<file path="src/rtl/tle_pkg.sv">
// shared constants, types and command/status structs for the line edit buffer
package tle_pkg;

  localparam int LINE_CAPACITY = 64;
  localparam int CNT_W         = $clog2(LINE_CAPACITY + 1);
  localparam int ADDR_W        = (LINE_CAPACITY > 1) ? $clog2(LINE_CAPACITY) : 1;

  localparam logic [7:0] CH_BS    = 8'h08;
  localparam logic [7:0] CH_DEL   = 8'h7F;
  localparam logic [7:0] CH_CR    = 8'h0D;
  localparam logic [7:0] CH_LF    = 8'h0A;
  localparam logic [7:0] CH_SPACE = 8'h20;
  localparam logic [7:0] CH_TAB   = 8'h09;
  localparam logic [7:0] CH_NUL   = 8'h00;
  localparam logic [7:0] HELP_RST = 8'h3F;

  localparam logic KIND_CHAR     = 1'b0;
  localparam logic KIND_OVERFLOW = 1'b1;

  typedef enum logic [1:0] {
    ST_IDLE,
    ST_FETCH,
    ST_CHECK,
    ST_SEND
  } state_t;

  typedef struct packed {
    logic accept;     // input transaction taken this cycle
    logic fetch;      // read store at current index
    logic load_char;  // load output register from read data
    logic advance;    // step index
  } cmd_t;

  typedef struct packed {
    logic emit_start; // accepted byte completes a non-empty line
    logic ovf_start;  // accepted byte ends an overflowed line
    logic skip;       // read data is a leading blank
    logic at_last;    // index is at the final character
    logic out_taken;  // output transaction this cycle
    logic out_last;   // output register holds the final item
  } sts_t;

  function automatic logic is_eol(input logic [7:0] c);
    return (c == CH_CR) || (c == CH_LF);
  endfunction

  function automatic logic is_bs(input logic [7:0] c);
    return (c == CH_BS) || (c == CH_DEL);
  endfunction

  function automatic logic is_blank(input logic [7:0] c);
    return (c == CH_SPACE) || (c == CH_TAB);
  endfunction

endpackage

</file>
<file path="src/rtl/tle_ctrl.sv">
// controller state machine for byte intake and line emission
module tle_ctrl import tle_pkg::*; (
  input  logic   clk,
  input  logic   rst_n,
  input  logic   in_valid,
  output logic   in_stall,
  input  sts_t   sts,
  output cmd_t   cmd
);

  state_t state_r, state_nxt;

  always_ff @(posedge clk) begin
    if (!rst_n) begin
      state_r <= ST_IDLE;
    end else begin
      state_r <= state_nxt;
    end
  end

  always_comb begin
    state_nxt = state_r;
    case (state_r)
      ST_IDLE: begin
        if (in_valid) begin
          if (sts.emit_start) begin
            state_nxt = ST_FETCH;
          end else if (sts.ovf_start) begin
            state_nxt = ST_SEND;
          end
        end
      end
      ST_FETCH: begin
        state_nxt = ST_CHECK;
      end
      ST_CHECK: begin
        if (sts.skip) begin
          state_nxt = sts.at_last ? ST_IDLE : ST_FETCH;
        end else begin
          state_nxt = ST_SEND;
        end
      end
      ST_SEND: begin
        if (sts.out_taken) begin
          state_nxt = sts.out_last ? ST_IDLE : ST_FETCH;
        end
      end
      default: begin
        state_nxt = ST_IDLE;
      end
    endcase
  end

  always_comb begin
    cmd      = '0;
    in_stall = 1'b1;
    case (state_r)
      ST_IDLE: begin
        in_stall   = 1'b0;
        cmd.accept = in_valid;
      end
      ST_FETCH: begin
        cmd.fetch = 1'b1;
      end
      ST_CHECK: begin
        cmd.load_char = !sts.skip;
        cmd.advance   = sts.skip && !sts.at_last;
      end
      ST_SEND: begin
        cmd.advance = sts.out_taken && !sts.out_last;
      end
      default: begin
        in_stall = 1'b1;
      end
    endcase
  end

endmodule

</file>
<file path="src/rtl/tle_dp.sv">
// datapath: line store, edit state, scan index and output register
module tle_dp import tle_pkg::*; (
  input  logic       clk,
  input  logic       rst_n,
  input  logic       cfg_wr_en,
  input  logic [7:0] cfg_help_char,
  input  logic [7:0] in_char_in,
  input  cmd_t       cmd,
  output sts_t       sts,
  output logic       out_valid,
  input  logic       out_stall,
  output logic [7:0] out_char_out,
  output logic       out_kind,
  output logic       out_is_help,
  output logic       out_last
);

  logic [7:0]       mem [LINE_CAPACITY];
  logic [7:0]       help_char_r;
  logic [CNT_W-1:0] count_r, count_nxt;
  logic             last_eol_r, last_eol_nxt;
  logic             ovf_r, ovf_nxt;
  logic [CNT_W-1:0] len_r;
  logic [CNT_W-1:0] idx_r;
  logic [7:0]       rd_data_r;
  logic             found_r;
  logic             help_r;
  logic             out_valid_r;
  logic [7:0]       out_char_r;
  logic             out_kind_r;
  logic             out_help_r;
  logic             out_last_r;

  logic full, ovf_eff, c_eol, c_bs, do_store, help_now, out_taken;

  assign c_eol   = is_eol(in_char_in);
  assign c_bs    = is_bs(in_char_in);
  assign full    = (count_r == CNT_W'(LINE_CAPACITY));
  // a full line turns any byte but 0x08 into overflow
  assign ovf_eff = ovf_r || (full && (in_char_in != CH_BS));
  assign do_store = cmd.accept && !ovf_eff && !c_bs && !c_eol;

  always_comb begin
    count_nxt    = count_r;
    last_eol_nxt = last_eol_r;
    ovf_nxt      = ovf_r;
    if (ovf_eff) begin
      if (c_eol) begin
        count_nxt = '0;
        ovf_nxt   = 1'b0;
      end else begin
        ovf_nxt      = 1'b1;
        last_eol_nxt = 1'b0;
      end
    end else if (c_bs) begin
      if (!last_eol_r && (count_r != '0)) begin
        count_nxt = count_r - CNT_W'(1);
      end
    end else if (c_eol) begin
      if (!last_eol_r) begin
        count_nxt    = '0;
        last_eol_nxt = 1'b1;
      end
    end else begin
      count_nxt    = count_r + CNT_W'(1);
      last_eol_nxt = 1'b0;
    end
  end

  assign help_now  = found_r ? help_r : (rd_data_r == help_char_r);
  assign out_taken = out_valid_r && !out_stall;

  always_comb begin
    sts.emit_start = !ovf_eff && !c_bs && c_eol && !last_eol_r && (count_r != '0);
    sts.ovf_start  = ovf_eff && c_eol;
    sts.skip       = !found_r && is_blank(rd_data_r);
    sts.at_last    = ((idx_r + CNT_W'(1)) == len_r);
    sts.out_taken  = out_taken;
    sts.out_last   = out_last_r;
  end

  always_ff @(posedge clk) begin
    if (!rst_n) begin
      help_char_r <= HELP_RST;
      count_r     <= '0;
      last_eol_r  <= 1'b0;
      ovf_r       <= 1'b0;
      out_valid_r <= 1'b0;
    end else begin
      if (cfg_wr_en) begin
        help_char_r <= cfg_help_char;
      end
      if (cmd.accept) begin
        count_r    <= count_nxt;
        last_eol_r <= last_eol_nxt;
        ovf_r      <= ovf_nxt;
      end
      if ((cmd.accept && sts.ovf_start) || cmd.load_char) begin
        out_valid_r <= 1'b1;
      end else if (out_taken) begin
        out_valid_r <= 1'b0;
      end
    end
  end

  always_ff @(posedge clk) begin
    if (do_store) begin
      mem[count_r[ADDR_W-1:0]] <= in_char_in;
    end
    if (cmd.fetch) begin
      rd_data_r <= mem[idx_r[ADDR_W-1:0]];
    end
  end

  always_ff @(posedge clk) begin
    if (cmd.accept && sts.emit_start) begin
      len_r   <= count_r;
      idx_r   <= '0;
      found_r <= 1'b0;
    end else if (cmd.advance) begin
      idx_r <= idx_r + CNT_W'(1);
    end
    if (cmd.load_char) begin
      found_r <= 1'b1;
      help_r  <= help_now;
    end
    if (cmd.accept && sts.ovf_start) begin
      out_char_r <= CH_NUL;
      out_kind_r <= KIND_OVERFLOW;
      out_help_r <= 1'b0;
      out_last_r <= 1'b1;
    end else if (cmd.load_char) begin
      out_char_r <= rd_data_r;
      out_kind_r <= KIND_CHAR;
      out_help_r <= help_now;
      out_last_r <= sts.at_last;
    end
  end

  assign out_valid    = out_valid_r;
  assign out_char_out = out_char_r;
  assign out_kind     = out_kind_r;
  assign out_is_help  = out_help_r;
  assign out_last     = out_last_r;

  a_count_range: assert property (@(posedge clk) disable iff (!rst_n)
    count_r <= CNT_W'(LINE_CAPACITY))
    else $error("line count beyond capacity");

  a_ovf_full: assert property (@(posedge clk) disable iff (!rst_n)
    ovf_r |-> full)
    else $error("overflow mode with a line that is not full");

  a_emit_clears: assert property (@(posedge clk) disable iff (!rst_n)
    cmd.accept && sts.emit_start |=> (count_r == '0) && last_eol_r && !ovf_r)
    else $error("line not cleared after end of line");

  a_fetch_in_line: assert property (@(posedge clk) disable iff (!rst_n)
    cmd.fetch |-> (idx_r < len_r))
    else $error("store read past end of completed line");

endmodule

</file>
<file path="src/rtl/tty_line_edit_buffer.sv">
// top level of the terminal line edit buffer
//
//   channel | direction | handshake          | payload
//   --------+-----------+--------------------+--------------------------------------
//   in      | input     | in_valid/in_stall  | in_char_in
//   out     | output    | out_valid/out_stall| out_char_out, out_kind, out_is_help,
//           |           |                    | out_last
//   cfg     | input     | cfg_wr_en          | cfg_help_char
//
// a byte that causes no result leaves the controller idle; the next byte is taken the cycle after
// a completed line is scanned through FETCH and CHECK per character, leading blanks skipped,
//   other characters also pass SEND; the line store read is registered and feeds the output register
// an overflow result is loaded in the accept cycle and shown the cycle after
// rst_n is synchronous: line empty, no overflow, help character back to '?'
// out_stall holds the output register; in_stall is high until the run is delivered
module tty_line_edit_buffer import tle_pkg::*; (
  input  logic       clk,
  input  logic       rst_n,
  input  logic       cfg_wr_en,
  input  logic [7:0] cfg_help_char,
  input  logic       in_valid,
  output logic       in_stall,
  input  logic [7:0] in_char_in,
  output logic       out_valid,
  input  logic       out_stall,
  output logic [7:0] out_char_out,
  output logic       out_kind,
  output logic       out_is_help,
  output logic       out_last
);

  cmd_t cmd;
  sts_t sts;

  tle_ctrl u_ctrl (
    .clk      (clk),
    .rst_n    (rst_n),
    .in_valid (in_valid),
    .in_stall (in_stall),
    .sts      (sts),
    .cmd      (cmd)
  );

  tle_dp u_dp (
    .clk           (clk),
    .rst_n         (rst_n),
    .cfg_wr_en     (cfg_wr_en),
    .cfg_help_char (cfg_help_char),
    .in_char_in    (in_char_in),
    .cmd           (cmd),
    .sts           (sts),
    .out_valid     (out_valid),
    .out_stall     (out_stall),
    .out_char_out  (out_char_out),
    .out_kind      (out_kind),
    .out_is_help   (out_is_help),
    .out_last      (out_last)
  );

endmodule
</file>
<file path="config.mk">
export PLATFORM = sky130hd
export DESIGN_NAME = tty_line_edit_buffer
export DESIGN_NICKNAME = d
export VERILOG_FILES = /design/src/rtl/tle_pkg.sv /design/src/rtl/tle_ctrl.sv /design/src/rtl/tle_dp.sv /design/src/rtl/tty_line_edit_buffer.sv
export SDC_FILE = /design/constraint.sdc
export NUM_CORES = 1
export LEC_CHECK = 0
export ABC_AREA = 1
export BUFFER_PORTS_ARGS = -buffer_cell sky130_fd_sc_hd__buf_2
export CAP_MARGIN = 20
export CORE_UTILIZATION = 51
export CTS_BUF_LIST = sky130_fd_sc_hd__clkbuf_16
export CTS_CLUSTER_DIAMETER = 40
export DETAILED_ROUTE_END_ITERATION = 8
export GPL_ROUTABILITY_DRIVEN = 0
export PLACE_DENSITY_LB_ADDON = 0.15
export SLEW_MARGIN = 20
export SYNTH_ARGS = -nofsm -noshare
export SYNTH_HDL_FRONTEND = slang
export SYNTH_SLANG_ARGS = --single-unit
</file>
<file path="constraint.sdc">
create_clock -name clk -period 6.6 [get_ports clk]
set_input_delay 0.66 -clock clk [delete_from_list [all_inputs] [get_ports clk]]
set_output_delay 0.66 -clock clk [all_outputs]
set_load 0.01 [all_outputs]
</file>
==> flow_summary.toml, run 1 <==
[placement]
io_buffers = 33
dpl.hpwl_um = 38900
pre_cts_slack_ps = 2980

[synth]
synth-simple-area-share_pct = 14.0
yosys.area_share.adder_pct = 0.159
synth_xor_area_share_pct = 0.297
synth-compound-area-share_pct = 11.3
synth_nets = 2074
ys_warn_count = 0
ys_seq_elements = 567
muxShareOfSynthArea_pct = 0
syn_area_um2 = 23600
synthDistinctLibCells = 42
synth_top_family_by_area = "simple AND/OR/NAND/NOR gates"
syn_inst = 2050
synth.avg_cell_area_um2 = 11.5
synth_seq_area_share_pct = 70.5

[critical_path]
critPathMaxStageDelay_ps = 710
crit_path_cell_trace = "inv_4 > ha_1 > nand3_4 > nor2_2 > nand2_2 > nand2_4 > nor3_4 > nand2_2 > clkinv_4 > nand4_4 > nor2_1"
worst-endpoint-arrival_ps = 3660
path_class = "flop to flop"
required_ps = 6820
end_kind = "flop"
critPathMaxFanout = 12
critPathMostFrequentCell = "nand2_2"
critPathLaunchType = "flop"
critPathSlowestCell = "dfxtp_1"

[timing]
layout_min_cycle_time_ps = 3450
timing.slew.headroom_pct = 30.1
worst_pin_slew_ps = 1050
fin_crit_sh_pct = 52.3
hold_viol = 0
skew_ps = 34.8
slew_viol_final = 0
fmax_mhz = 290
rsz0062_at_grt = "no"
setup_viol = 0
tns_ps = 0
setup_ws_ps = 3150

[detailed_routing]
routed_wl_um = 63500
routedWlPerCell_um = 23.3
antenna_left = 0
via_per_inst = 5.92
drtPass1Iterations = 5
drcViolationCount = 0
routed-via-count = 16131
drt_iter0_markers = 1667

[global_routing]
grt_pass1_wl_um = 95400
antenna_found_initial = 0
grt_max_degree = 131
grt_pass1_vias = 15649
globalRoute.totalOverflow = 0
grtUsageTotal_pct = 27.4

[floorplan]
io_pins = 34
dieArea_um2 = 47100
fp.dieW_um = 217
core_area_um2 = 45500
initial_core_util_pct = 51.9
die_height_um = 217
row_count = 78

[final_layout]
multi_input_area_um2 = 6100
layout_common_cells = "edfxtp_1, nor2_1, o21ai_0"
regArea_um2 = 16600
fillers = 3703
nNetsFinal = 2093
area.growth.synth_to_final_pct = 13.2
antenna_cells = 0
final_common_cell = "edfxtp_1"
drive_above_1_share_pct = 11.5

[power_and_ir_drop]
peakVddDrop_mv = 0.246
p_leak_nw = 9.33
power.density_nw_per_um2 = 347

[worst_hold_path]
hold_path_class = "input pin to flop"

[cts]
cts_hold_buf = 0
cts_buffers = 76
cts_resized = 0
root_buffer = "clkbuf_16"
clk-insertion-delay-late_ps = 610
clkTransAtPathRegs_ps = 60
cts.sinks = 567
clk_path_buf_depth = 3
htree_levels = 3
postCtsSetupBuffers = 0
tritoncts = "yes"

[job]
maxCapViolCount = 0

[outcome]
status = "completed"
-- final timing paths --
check,startpoint,to,slack [ps],cells past startpoint
setup / recovery,u_dp.count_r[0],u_dp.mem[22][3],3150,11
hold / removal,cfg_help_char[1],u_dp.help_char_r[1],280,3
setup reg to reg,u_dp.count_r[0],u_dp.mem[22][3],3150,11
hold reg to reg,u_dp.out_kind,u_dp.out_kind,450,2
-- cell usage after synthesis, drive strengths merged --
master	n	area (um2)
a21boi	1	7.51
a21oi	47	243
a31oi	1	6.26
and2	1	6.26
buf	48	288
clkbuf	67	251
clkinv	4	20.0
dfxtp	39	781
edfxtp	528	15900
ha	3	37.5
inv	78	303
nand2	280	1120
nand3	65	360
nand3b	2	15.0
nand4	10	138
nor2	402	1560
nor3	13	86.3
nor4	1	6.26
o211ai	3	22.5
o21ai	315	1580
o21bai	1	7.51
o22ai	130	813
or2	3	18.8
xnor2	3	26.3
xor2	5	43.8
-- metrics by stage --
step	power (mW)	cells	cell area [um2]	utilization (%)	hold WS [ps]
after floorplan	4.85	2050	23600	-	409
after global routing	9.57	2724	26700	58.7	300
after CTS	9.29	2724	26700	58.7	264
final	9.26	2724	26700	58.7	284
after detailed placement	5.25	2591	24200	53.1	448
after global placement	5.25	2591	24200	53.1	437
-- critical path, delay by kind of cell (launching register included) --
kind | cells | cell delay (ps)
flip-flops | 1 | 710
AND/OR/NAND/NOR | 8 | 1710
buffers and inverters | 2 | 340
adder cells (fa/ha/maj) | 1 | 300
-- where the power goes --
| part | switching [mW] | internal [mW] | leakage (nW) |
|---|---|---|---|
| Sequential | 0.0996 | 4.03 | 5.07 |
| Combinational | 0.742 | 0.320 | 3.00 |
| Clock | 1.61 | 2.46 | 1.26 |
| Total | 2.46 | 6.81 | 9.33 |
-- cell families after synthesis --
group	Yosys count
AOI/OAI and AO/OA	498
xor gates and xnor gates	8
adders and majority gates	3
buffers and inverters	197
DFF	567
and+or+nand+nor	777
-- registers in the layout, summed over array words and instances (netlist names) --
signal             cells
u_dp.out_kind          1
u_dp.len_r             7
u_dp.found_r           1
u_dp.out_char_out      8
u_dp.count_r           7
u_dp.help_char_r       8
u_dp.out_last          1
u_dp.rd_data_r         8
u_ctrl.state_r         2
u_dp.help_r            1
u_dp.out_is_help       1
u_dp.last_eol_r        1
u_dp.ovf_r             1
u_dp.idx_r             7
u_dp.mem             512
u_dp.out_valid         1
-- final cells by class --
cell class | count | share of cell area, %
tap | 600 | 2.81
clock inverter | 54 | 2.08
clock buffer | 79 | 7.40
multi-input combinational | 1286 | 22.8
timing repair buffer | 56 | 1.31
inverter | 82 | 1.22
sequential | 567 | 62.3
-- metal layers --
layer | up-vias | track usage, % | part of all wire, %
met3 | 147 | 5.02 | 7.5
met5 | - | 0 | 0
met1 | 7858 | 38.0 | 42
met2 | 757 | 42.8 | 46
met4 | 0 | 11.0 | 3.7
li1 | 7369 | - | -
Note: power is estimated with default switching activity, not from simulation.
==> inputs of run 2 (changes only) <==
==> constraint.sdc (replaced) <==
create_clock -name clk -period 3.1 [get_ports clk]
set_input_delay 0.31 -clock clk [delete_from_list [all_inputs] [get_ports clk]]
set_output_delay 0.31 -clock clk [all_outputs]
set_load 0.01 [all_outputs]
==> run 2 against run 1 <==
Against the previous run: clock skew decreased by 11 ps; cell area increased by 2.8%; die area unchanged; core utilization increased by 1.7 points; hold slack got worse by 260 ps; register-to-register slack got worse by 2800 ps; clock-buffer cell count decreased by 6; sequential share of layout area decreased by 1.7 points; setup slack got worse by 2800 ps; sequential power increased by 110%; flip-flop and latch count unchanged; critical path type unchanged; clock power increased by 110%.
==> flow_summary.toml, run 2 (synthesis results as in run 1) <==
[floorplan]
fp.dieW_um = 217
initial_core_util_pct = 51.9
core_area_um2 = 45500
dieArea_um2 = 47100
die_height_um = 217
row_count = 78
io_pins = 34

[global_routing]
grt_max_degree = 95
grt_pass1_wl_um = 98900
antenna_found_initial = 1
grt_pass1_vias = 16192
grtUsageTotal_pct = 28.4
globalRoute.totalOverflow = 0

[critical_path]
worst_r2r_path_depth = 11
r2r_start = "u_dp.count_r[0]"
critPathMaxFanout = 12
crit_cells = 11
r2r-end = "u_dp.mem[33][0]"
critPathSlowestCell = "nor2_1"
critPathMaxStageDelay_ps = 600
crit_family = "simple AND/OR/NAND/NOR gates"
reg2reg_slack_ps = 360
critPathBufInv = 2
crit_path_cell_trace = "inv_4 > ha_1 > nand3_4 > nor2_2 > nand2_2 > nand2_4 > nor3_4 > nand2_2 > clkinv_4 > nand3_4 > nor2_1"
endpoint = "u_dp.mem[33][0]"
end_kind = "flop"
worst-endpoint-arrival_ps = 2970
path_class = "flop to flop"
crit_path_start = "u_dp.count_r[0]"
critPathLaunchType = "flop"
required_ps = 3340

[outcome]
status = "completed"

[final_layout]
area.growth.synth_to_final_pct = 16.4
layout_common_cells = "edfxtp_1, nor2_1, o21ai_0"
antenna_cells = 0
largest_reg_flops = 512
nNetsFinal = 2175
drive_above_1_share_pct = 14.0
final_common_cell = "edfxtp_1"
fin_util_pct = 60.4

[timing]
rsz0062_at_grt = "no"
skew_ps = 23.5
worst_pin_slew_ps = 991
layout_min_cycle_time_ps = 2740
timing.slew.headroom_pct = 34.0
slew_viol_final = 0
hold_viol = 0
setup_ws_ps = 361
fin_crit_sh_pct = 88.4
tns_ps = 0
setup_viol = 0
fmax_mhz = 365

[worst_hold_path]
hold_path_class = "input pin to flop"

[cts]
clkTransAtPathRegs_ps = 50
clk-insertion-delay-late_ps = 620
cts.sinks = 567
cts_resized = 0
htree_levels = 3
tritoncts = "yes"
postCtsSetupBuffers = 0
cts_hold_buf = 9
root_buffer = "clkbuf_16"
clk_path_buf_depth = 3
cts_buffers = 73

[detailed_routing]
drtPass1Iterations = 6
routed-via-count = 16653
drt_iter0_markers = 2060
via_per_inst = 5.93
antenna_left = 0
routed_wl_um = 65500
routedWlPerCell_um = 23.3
drcViolationCount = 0

[placement]
dpl.hpwl_um = 40000
io_buffers = 33
pre_cts_slack_ps = 54.2

[power_and_ir_drop]
peakVddDrop_mv = 0.609
p_leak_nw = 9.81
power.density_nw_per_um2 = 725

[job]
maxCapViolCount = 0
[run 2: worst min-delay path by stage]
stage                  start  cells after the start                  end  slack (ps)
6_report           out_stall                      3       u_dp.out_valid          30
4_1_cts                rst_n                      2  u_dp.help_char_r[2]           1
3_3_place_gp   u_dp.out_kind                      2        u_dp.out_kind         440
3_5_place_dp   u_dp.out_kind                      2        u_dp.out_kind         460
5_1_grt                rst_n                      2  u_dp.help_char_r[2]          30
2_1_floorplan  in_char_in[0]                      0       u_dp.mem[0][0]         410
[run 2: layout make-up]
class | count | area [um2]
Fill cell | 3653 | 18000
Sequential cell | 567 | 16600
Multi-Input combinational cell | 1286 | 6090
Clock buffer | 73 | 1830
Timing Repair Buffer | 141 | 1120
Tap cell | 600 | 751
Clock inverter | 61 | 697
Inverter | 82 | 327
[run 2: power breakdown]
part	internal [mW]	total [mW]	switching (mW)	leakage, nW
registers	8.59	8.71	0.125	5.07
logic	0.760	2.50	1.74	3.47
clock network	5.37	8.69	3.32	1.26
total	14.7	19.9	5.18	9.81
[run 2: worst reg2reg max path, stage by stage, from the launching register on]
cell      delay, ps
dfxtp_1         370
inv_4            90
ha_1            250
nand3_4         130
nor2_2           50
nand2_2          80
nand2_4         110
nor3_4          160
nand2_2         120
clkinv_4        160
nand3_4         260
nor2_1          610
[run 2: routing by layer]
metal / up-vias / GRT usage (%) / part of all wire, %
li1: 7550 / - / -
met1: 8085 / 39.6 / 42
met2: 876 / 44.2 / 46
met3: 142 / 5.46 / 8.7
met4: 0 / 11.1 / 3.6
met5: - / 0 / 0
[run 2: stage by stage]
stage | hold slack [ps] | power [mW] | cell area, um2 | cells
2_1_floorplan | 409 | 10.3 | 23600 | 2050
3_5_place_dp | 459 | 11.3 | 24800 | 2667
5_1_grt | 26.0 | 20.6 | 27500 | 2810
4_1_cts | 1.06 | 20.0 | 27500 | 2810
6_report | 28.8 | 19.9 | 27500 | 2810
3_3_place_gp | 443 | 11.3 | 24800 | 2667
